--- config.mk ---
export PLATFORM = sky130hd
export DESIGN_NAME = sfhc_regs
export DESIGN_NICKNAME = d
export VERILOG_FILES = /design/src/hdl/sfhc_pkg.sv /design/src/hdl/sfhc_regs.sv
export SDC_FILE = /design/constraint.sdc
export NUM_CORES = 1
export LEC_CHECK = 0
export ABC_AREA = 1
export BUFFER_PORTS_ARGS = -buffer_cell sky130_fd_sc_hd__buf_4
export CORE_ASPECT_RATIO = 1.75
export CORE_MARGIN = 1.5
export CORE_UTILIZATION = 48
export DETAILED_ROUTE_END_ITERATION = 16
export PLACE_DENSITY_LB_ADDON = 0.15
export SLEW_MARGIN = 20
export SYNTH_ARGS = -nofsm -noshare
export SYNTH_HDL_FRONTEND = slang
export SYNTH_SLANG_ARGS = --single-unit
--- constraint.sdc ---
create_clock -name clk_i -period 1 [get_ports clk_i]
set_clock_uncertainty 0.05 [all_clocks]
set_input_delay 0.1 -clock clk_i [delete_from_list [all_inputs] [get_ports clk_i]]
set_output_delay 0.1 -clock clk_i [all_outputs]
set_load 0.05 [all_outputs]
--- src/hdl/sfhc_pkg.sv ---
// Package for the segmented font header checker: payload structs,
// status codes, parse phases and segment ids. No dependencies.
`timescale 1ns / 1ps
`default_nettype none
package sfhc_pkg;

  typedef struct packed {
    logic [7:0] header_byte;
    logic       first_byte;
  } in_item_t;

  typedef struct packed {
    logic [3:0]  status;
    logic [7:0]  technology;
    logic [15:0] resolution_x;
    logic [15:0] resolution_y;
    logic [63:0] complement_bits;
    logic [23:0] gt_offset;
    logic [23:0] gc_offset;
    logic [23:0] vt_offset;
    logic [2:0]  tables_found;
  } out_item_t;

  typedef enum logic [3:0] {
    ST_OK      = 4'd0,
    ST_BAD     = 4'd1,
    ST_MISSING = 4'd2,
    ST_NULLSZ  = 4'd3,
    ST_FIELDS  = 4'd4,
    ST_BR      = 4'd5,
    ST_GT      = 4'd6,
    ST_GC      = 4'd7,
    ST_VT      = 4'd8,
    ST_UNKNOWN = 4'd9
  } status_e;

  typedef enum logic [2:0] {
    PH_INIT = 3'd0,
    PH_WAIT = 3'd1,
    PH_ID   = 3'd2,
    PH_SIZE = 3'd3,
    PH_DATA = 3'd4,
    PH_STOP = 3'd5
  } phase_e;

  typedef enum logic [2:0] {
    K_SKIP = 3'd0,
    K_CC   = 3'd1,
    K_BR   = 3'd2,
    K_GT   = 3'd3,
    K_GC   = 3'd4,
    K_VT   = 3'd5
  } kind_e;

  localparam logic [2:0] REG_TECH_OFS  = 3'd0;
  localparam logic [2:0] REG_SEG_START = 3'd1;
  localparam logic [2:0] REG_HDR_END   = 3'd2;
  localparam logic [2:0] REG_WIDE      = 3'd3;
  localparam logic [2:0] REG_REJECT    = 3'd4;

  localparam logic [7:0]  TECH_BITMAP   = 8'd254;
  localparam logic [7:0]  TECH_TRUETYPE = 8'd1;
  localparam logic [15:0] ID_NULL = 16'hFFFF;
  localparam logic [15:0] ID_VI   = 16'h5649;
  localparam logic [15:0] ID_CC   = 16'h4343;
  localparam logic [15:0] ID_BR   = 16'h4252;
  localparam logic [15:0] ID_GT   = 16'h4754;
  localparam logic [15:0] ID_GC   = 16'h4743;
  localparam logic [15:0] ID_VT   = 16'h5654;
  localparam logic [31:0] GT_MIN_LEN = 32'd92;

endpackage
`default_nettype wire

--- src/hdl/sfhc_regs.sv ---
// APB-style configuration registers of the font header checker.
// Depends on sfhc_pkg for register indexes.
`timescale 1ns / 1ps
`default_nettype none
module sfhc_regs #(
  parameter int OFFSET_BITS = 24
) (
  input  wire logic                   clk_i,
  input  wire logic                   rst_ni,
  input  wire logic                   psel,
  input  wire logic                   penable,
  input  wire logic                   pwrite,
  input  wire logic [4:0]             paddr,
  input  wire logic [31:0]            pwdata,
  output logic [31:0]                 prdata,
  output logic                        pready,
  output logic [OFFSET_BITS-1:0]      tech_ofs_o,
  output logic [OFFSET_BITS-1:0]      seg_start_o,
  output logic [OFFSET_BITS-1:0]      hdr_end_o,
  output logic                        wide_o,
  output logic                        reject_o
);
  logic [OFFSET_BITS-1:0] tech_q, start_q, end_q;
  logic wide_q, reject_q, wr;
  logic [2:0] idx;

  assign pready = 1'b1;
  assign wr = psel & penable & pwrite;
  assign idx = paddr[4:2];

  always_ff @(posedge clk_i or negedge rst_ni) begin
    if (!rst_ni) begin
      tech_q <= '0; start_q <= '0; end_q <= '0; wide_q <= 1'b0; reject_q <= 1'b0;
    end else if (wr) begin
      case (idx)
        sfhc_pkg::REG_TECH_OFS:  tech_q   <= pwdata[OFFSET_BITS-1:0];
        sfhc_pkg::REG_SEG_START: start_q  <= pwdata[OFFSET_BITS-1:0];
        sfhc_pkg::REG_HDR_END:   end_q    <= pwdata[OFFSET_BITS-1:0];
        sfhc_pkg::REG_WIDE:      wide_q   <= pwdata[0];
        sfhc_pkg::REG_REJECT:    reject_q <= pwdata[0];
        default: ;
      endcase
    end
  end

  always_comb begin
    prdata = '0;
    unique case (idx)
      sfhc_pkg::REG_TECH_OFS:  prdata[OFFSET_BITS-1:0] = tech_q;
      sfhc_pkg::REG_SEG_START: prdata[OFFSET_BITS-1:0] = start_q;
      sfhc_pkg::REG_HDR_END:   prdata[OFFSET_BITS-1:0] = end_q;
      sfhc_pkg::REG_WIDE:      prdata[0] = wide_q;
      sfhc_pkg::REG_REJECT:    prdata[0] = reject_q;
      default: prdata = '0;
    endcase
  end

  assign tech_ofs_o = tech_q;
  assign seg_start_o = start_q;
  assign hdr_end_o = end_q;
  assign wide_o = wide_q;
  assign reject_o = reject_q;
endmodule
`default_nettype wire

==> flow_metrics.env, run 1 <==
export IMPL_status="stopped before the end"
export IMPL_failed_stage="5_1_grt"
export IMPL_error_line="[ERROR DPL-0038] Utilization greater than 100%, impossible to legalize"
export IMPL_cts_buffers=9
export IMPL_ios=149
export IMPL_synth_top_area_cell="dfrtp_1"
export IMPL_yosys_top_cells_area="dfrtp_1 51%, nand2_1 23%, o21ai_0 9.0%, buf_6 4.4%, nand3_1 3.7%"
export IMPL_gp_congestion=0.855
export IMPL_io_buffers=129
export IMPL_synth_avg_cell_area_um2=7.98
export IMPL_synth_distinct_cells=22
export IMPL_cts_root_buffer="clkbuf_16"
export IMPL_cts_sinks=74
export IMPL_syn_inst=454
export IMPL_seq_area_frac_synth_pct=51.1
export IMPL_grt_max_degree=75
export IMPL_dp_hpwl_um=7780
export IMPL_die_height_um=118
export IMPL_yosysWarnings=0
export IMPL_num_rows=41
export IMPL_synth_top_cell_area_share_pct=51.1
export IMPL_crit_endpoint="prdata[0]"
export IMPL_post_place_ws_ns=-0.353
export IMPL_ys_seq_elements=74
export IMPL_worstEpCategory="primary output"
export IMPL_die_w_um=68.7
export IMPL_clockBufferDepth=2
export IMPL_cts_max_level=3
export IMPL_syn_area_um2=3620
export IMPL_start_util_pct=49.7
through the flow:
step | cells | instance area (µm²) | hold WS (ns)
floorplan | 461 | 4030 | -0.246
CTS | 729 | 6580 | 0.141
detailed placement | 683 | 5250 | 0.0945
global placement | 683 | 5250 | 0.0931
what timing repair did:
action                                 4_1_cts
pin swaps                                   60
gates resized for setup                    224
buffers inserted                             6
cloned                                       1
setup endpoints to repair                  102
hold buffers                                25
endpoints found under the hold margin      146
logic make-up after synthesis:
family	Yosys count	share of synthesized area [%]
and+or+nand+nor	262	30.1
other	2	0.207
AOI/OAI and AO/OA	73	10.1
DFF	74	51.1
buffers and inverters	43	8.53
cell usage after synthesis (all sizes together):
master and instances:
buf 26, clkbuf 9, conb 2, dfrtp 74, inv 8, nand2 223
nand3 28, nand4 3, nor2 8, o21ai 73
==> run 2: changes to the inputs <==
--- a/config.mk
+++ b/config.mk
@@ -7,9 +7,8 @@
 export LEC_CHECK = 0
 export ABC_AREA = 1
 export BUFFER_PORTS_ARGS = -buffer_cell sky130_fd_sc_hd__buf_4
-export CORE_ASPECT_RATIO = 1.75
 export CORE_MARGIN = 1.5
-export CORE_UTILIZATION = 48
+export CORE_UTILIZATION = 40
 export DETAILED_ROUTE_END_ITERATION = 16
 export PLACE_DENSITY_LB_ADDON = 0.15
 export SLEW_MARGIN = 20
==> flow_metrics.env, run 2 <==
export IMPL_cts_max_level=3
export IMPL_worstHoldStart="paddr[4]"
export IMPL_grt_use_met3_pct=3.58
export IMPL_p_total_mw=13.9
export IMPL_yosys_top_cells_area="dfrtp_1 51%, nand2_1 23%, o21ai_0 9.0%, buf_6 4.4%, nand3_1 3.7%"
export IMPL_cts_buffers=9
export IMPL_mostFrequentLayoutCell="nand2_1"
export IMPL_final_cell_area_um2=7290
export IMPL_hold_end="reject_o"
export IMPL_synth_edff_count=0
export IMPL_timing_rr_end="seg_start_o[10]"
export IMPL_yosysWarnings=0
export IMPL_viasPerCell=5.20
export IMPL_cp_end_kind="primary output"
export IMPL_die_height_um=98.2
export IMPL_maxSlewViolCount=0
export IMPL_cp_data_required_time_ns=0.85
export IMPL_dp_hpwl_um=7940
export IMPL_fin_hold_ws_ns=0.110
export IMPL_syn_area_um2=3620
export IMPL_status="finished, violations left"
export IMPL_grt_pass1_vias=4037
export IMPL_critPathMaxFanout=2
export IMPL_seq_area_frac_synth_pct=51.1
export IMPL_grt_pass1_wl_um=20300
export IMPL_nets=726
export IMPL_grtUsageMet2_pct=46.6
export IMPL_start_util_pct=41.3
export IMPL_violations="setup timing"
export IMPL_cts_root_buffer="clkbuf_8"
export IMPL_placed_cell_area_um2=5360
export IMPL_antenna_found_initial=1
export IMPL_rsz0062_at_grt="true"
export IMPL_core_area_um2=8760
export IMPL_critical_path_top_delay_family="flip-flops"
export IMPL_die_area_um2=9640
export IMPL_ys_seq_elements=74
export IMPL_clk_pin_slew_ns=0.08
export IMPL_die_w_um=98.2
export IMPL_drcViolationCount=0
export IMPL_cp_arrival_ns=1.21
export IMPL_drt_iter0_drc=245
export IMPL_synth_distinct_cells=22
export IMPL_synth_top_area_cell="dfrtp_1"
export IMPL_hold_viol=0
export IMPL_gr_usage_all_layers_pct=26.9
export IMPL_cp_depth=5
export IMPL_synthArstFlopShare_pct=100
export IMPL_hold_depth=4
export IMPL_timing_fmax_mhz=733
export IMPL_maxCapViolations=0
export IMPL_syn_inst=454
export IMPL_synth_top_cell_area_share_pct=51.1
export IMPL_cp_start_kind="flip-flop"
export IMPL_clk_latency_ns=0.35
export IMPL_hold_path_class="input pin to flip-flop"
export IMPL_drive_gt1_share_pct=61.2
export IMPL_synth_avg_cell_area_um2=7.98
export IMPL_io_buffers=129
export IMPL_grt_busiest_layer="met2"
export IMPL_cts_sinks=74
export IMPL_timing_final_crit_share_pct=136
export IMPL_synth_top_cells_by_count="221 x nand2_1, 74 x dfrtp_1, 65 x o21ai_0, 27 x nand3_1, 14 x buf_6"
export IMPL_synth_top_flop_cell="dfrtp_1"
export IMPL_grt_ovfl_total=0
export IMPL_cp_cell_sequence="nand4_1, nand2_1, inv_1, nand2_2, buf_8"
export IMPL_use_met1_pct=33.7
export IMPL_fin_crit_ns=1.36
export IMPL_wl_per_cell_um=18.1
export IMPL_grt_max_degree=75
export IMPL_reg2reg_from="seg_start_o[10]"
export IMPL_synth_most_common_cell="nand2_1"
export IMPL_slowest_delay_ns=0.43
export IMPL_routed_via_count=4148
export IMPL_dr_pass1_iters=4
export IMPL_setup_tns_ns=-18.51
export IMPL_clockBufferDepth=2
export IMPL_path_class="flip-flop to primary output"
export IMPL_syn2layout_area_growth_pct=101
export IMPL_r2r_setup_slack_ns=0.02
export IMPL_layout_common_cells="151 x nand2_1, 77 x buf_8, 74 x dfrtp_2, 74 x buf_6, 71 x nand2_2"
export IMPL_ff2ff_path_depth=4
export IMPL_ios=149
export IMPL_powerDensity_nw_per_um2=1910
export IMPL_postRouteAntennaNets=0
export IMPL_p_leak_nw=3.58
export IMPL_ir_worst_vdd_mv=1.05
export IMPL_cts_tree="built"
export IMPL_critical_path_slowest_cell="dfrtp_2"
export IMPL_num_rows=34
export IMPL_finalWorstSetupSlack_ns=-0.364
export IMPL_critPathBufInv=2
export IMPL_finalSetupViolCount=98
export IMPL_gp_congestion=0.783
export IMPL_wl_um=14400
run 2: cell counts after synthesis:
Identical to the previous run, type by type.
run 2: worst reg2reg max path: stages, from the launching register on:
cell,delay (ns)
dfrtp_2,0.43
buf_6,0.13
buf_4,0.12
o21ai_0,0.06
nand2_1,0.07
run 2: cells by family (layout without fill, tap and decap cells):
| group | after synthesis | count (layout) | synth area share, % |
|---|---|---|---|
| and+or+nand+nor | 262 | 262 | 30.1 |
| DFF | 74 | 74 | 51.1 |
| AOI/OAI and AO/OA | 73 | 73 | 10.1 |
| buffers and inverters | 43 | 271 | 8.53 |
| other | 2 | 10 | 0.207 |
run 2: where the power goes:
| part | internal (mW) | switching [mW] |
|---|---|---|
| clock | 1.62 | 1.15 |
| sequential | 3.66 | 0.642 |
| combinational | 2.99 | 3.85 |
run 2: timing repair:
action / in CTS / in global routing
gates resized for setup: 208 / 100
pin swaps: 63 / 35
buffers inserted: 3 / 49
hold buffers: 25 / 0
endpoints found under the hold margin: 148 / 0
setup endpoints to repair: 98 / 99
run 2: cell type report:
cell class,instances,area [µm²]
Multi-Input combinational cell,344,1980
Timing Repair Buffer,247,2960
Sequential cell,74,1940
Clock buffer,13,169
Tap cell,108,135
Antenna cell,1,2.50
Inverter,8,30.0
Clock inverter,3,68.8
Fill cell,508,1480
run 2: worst max-delay path by stage:
stage | end | from
3_3_place_gp | hdr_end_o[0] | paddr[2]
3_5_place_dp | hdr_end_o[0] | paddr[2]
5_1_grt | prdata[0] | wide_o
4_1_cts | prdata[0] | wide_o
6_report | prdata[0] | seg_start_o[0]
2_1_floorplan | prdata[0] | wide_o
run 2: metal layers:
layer / share of wire [%] / vias to the layer above
met3: 5.3 / 37
met1: 37 / 2039
met2: 54 / 177
li1: - / 1895
met5: 0 / -
met4: 3.3 / 0
run 2: metrics by stage:
step,instances,worst slack (ns),utilization [%]
after floorplan,461,-0.111,-
after global placement,706,-0.219,61.2
after detailed placement,706,-0.271,61.2
after CTS,749,-0.393,74.9
after global routing,798,-0.437,83.1
final,798,-0.364,83.1
No activity file was read; power rests on OpenSTA's default activity.
==> run 3: changes to the inputs <==
--- a/config.mk
+++ b/config.mk
@@ -11,6 +11,7 @@
 export CORE_UTILIZATION = 40
 export DETAILED_ROUTE_END_ITERATION = 16
 export PLACE_DENSITY_LB_ADDON = 0.15
+export REMOVE_ABC_BUFFERS = 1
 export SLEW_MARGIN = 20
 export SYNTH_ARGS = -nofsm -noshare
 export SYNTH_HDL_FRONTEND = slang
==> flow_metrics.env, run 3 (synthesis results as in run 2) <==
export IMPL_maxSlewViolCount=0
export IMPL_clk_pin_slew_ns=0.09
export IMPL_drive_gt1_share_pct=42.6
export IMPL_maxCapViolations=0
export IMPL_p_leak_nw=3.65
export IMPL_cts_root_buffer="clkbuf_8"
export IMPL_grt_use_met3_pct=4.01
export IMPL_grt_ovfl_total=0
export IMPL_instances_no_fill=812
export IMPL_hold_viol=0
export IMPL_reg2reg_from="seg_start_o[7]"
export IMPL_layout_common_cells="210 x nand2_1, 95 x buf_6, 74 x dfrtp_1"
export IMPL_gr_usage_all_layers_pct=24.6
export IMPL_hold_path_class="input pin to asynchronous set/reset pin"
export IMPL_ff2ff_path_depth=4
export IMPL_fin_hold_ws_ns=0.0561
export IMPL_ir_worst_vdd_mv=1.02
export IMPL_die_height_um=98.2
export IMPL_nets=741
export IMPL_mostFrequentLayoutCell="nand2_1"
export IMPL_status="finished, violations left"
export IMPL_grt_pass1_vias=3725
export IMPL_rsz0062_at_grt="true"
export IMPL_ios=149
export IMPL_viasPerCell=5.17
export IMPL_antenna_found_initial=0
export IMPL_grtUsageMet2_pct=40.6
export IMPL_finalSetupViolCount=98
export IMPL_cp_end_kind="primary output"
export IMPL_cts_max_level=3
export IMPL_fin_crit_ns=1.36
export IMPL_die_w_um=98.2
export IMPL_cts_sinks=74
export IMPL_finalWorstSetupSlack_ns=-0.357
export IMPL_num_rows=34
export IMPL_critPathMaxFanout=2
export IMPL_path_class="flip-flop to primary output"
export IMPL_wl_per_cell_um=17.2
export IMPL_cts_tree="built"
export IMPL_start_util_pct=41.3
export IMPL_timing_final_crit_share_pct=136
export IMPL_dp_cells=702
export IMPL_drcViolationCount=0
export IMPL_die_area_um2=9640
export IMPL_wl_um=13900
export IMPL_core_area_um2=8760
export IMPL_dr_pass1_iters=4
export IMPL_dp_hpwl_um=7510
export IMPL_clockBufferDepth=2
export IMPL_timing_rr_end="seg_start_o[7]"
export IMPL_syn2layout_area_growth_pct=91.3
export IMPL_postRouteAntennaNets=0
export IMPL_p_total_mw=13.4
export IMPL_cp_startpoint="hdr_end_o[0]"
export IMPL_violations="setup timing"
export IMPL_grt_max_degree=43
export IMPL_routed_via_count=4199
export IMPL_timing_fmax_mhz=737
export IMPL_grt_busiest_layer="met2"
export IMPL_use_met1_pct=32.4
export IMPL_grt_pass1_wl_um=18800
export IMPL_powerDensity_nw_per_um2=1930
export IMPL_gp_congestion=0.766
export IMPL_drt_iter0_drc=243
export IMPL_cp_data_required_time_ns=0.85
export IMPL_clk_latency_ns=0.35
export IMPL_cp_start_kind="flip-flop"
export IMPL_antennaDiodeCount=0
export IMPL_r2r_setup_slack_ns=0.01
export IMPL_cts_buffers=9
export IMPL_io_buffers=129
export IMPL_cp_arrival_ns=1.21
-- run 3: cell types whose count changed in the layout (fill, tap and decap cells not counted), moves of 8 or more --
cell	before	now
buf_6	74	95
buf_8	77	60
buf_4	56	64
nand2_1	151	210
nand3_2	2	23
dfrtp_1	0	74
nand2_2	71	12
dfrtp_2	74	0
nand3_4	24	1
-- run 3: how the worst max path moves through the flow --
stage / endpoint / slack [ns] / cells past startpoint
final: prdata[0] / -0.36 / 5
after global routing: prdata[0] / -0.43 / 5
after CTS: prdata[0] / -0.33 / 5
after detailed placement: prdata[17] / -0.24 / 8
after global placement: prdata[6] / -0.21 / 8
after floorplan: hdr_end_o[0] / -1.40 / 3
-- run 3: layout make-up --
class	instances	area (µm²)
Clock buffer	10	138
Clock inverter	6	72.6
Sequential cell	74	1850
Inverter	8	36.3
Timing Repair Buffer	262	3070
Tap cell	108	135
Multi-Input combinational cell	344	1630
Fill cell	538	1830
-- run 3: what timing repair did --
item / 4_1_cts / 5_1_grt
resized for setup: 134 / 124
hold endpoints to repair: 148 / 0
hold buffers: 25 / 0
setup endpoints to repair: 98 / 98
gates cloned: 0 / 2
setup buffers: 14 / 55
pin swaps: 62 / 23
-- run 3: report_power, final --
group / switching [mW] / total [mW] / leakage, nW / internal, mW
clock network: 1.23 / 2.47 / 0.103 / 1.25
registers: 0.568 / 4.12 / 0.958 / 3.55
logic: 3.79 / 6.80 / 2.59 / 3.01
-- run 3: through the flow --
step | cell area, µm² | util [%] | TNS (ns) | setup WS (ns)
after global routing | 6930 | 79.1 | -21.57 | -0.432
after floorplan | 3370 | - | -105.80 | -1.40
final | 6930 | 79.1 | -18.36 | -0.357
after detailed placement | 4970 | 56.7 | -18.10 | -0.235
after CTS | 6050 | 69.1 | -13.74 | -0.333
after global placement | 4970 | 56.7 | -16.13 | -0.213
-- run 3: worst max-delay path, stage by stage, from the launching register on --
cell     delay (ns)
dfrtp_1        0.39
inv_1          0.09
nor2_1         0.05
nor2_1         0.10
nand2_1        0.08
buf_6          0.16
-- run 3: per-layer routing --
layer | part of all wire (%) | vias up
li1 | - | 1921
met1 | 39 | 2054
met4 | 2.8 | 0
met5 | 0 | -
met2 | 53 | 189
met3 | 5.7 | 35
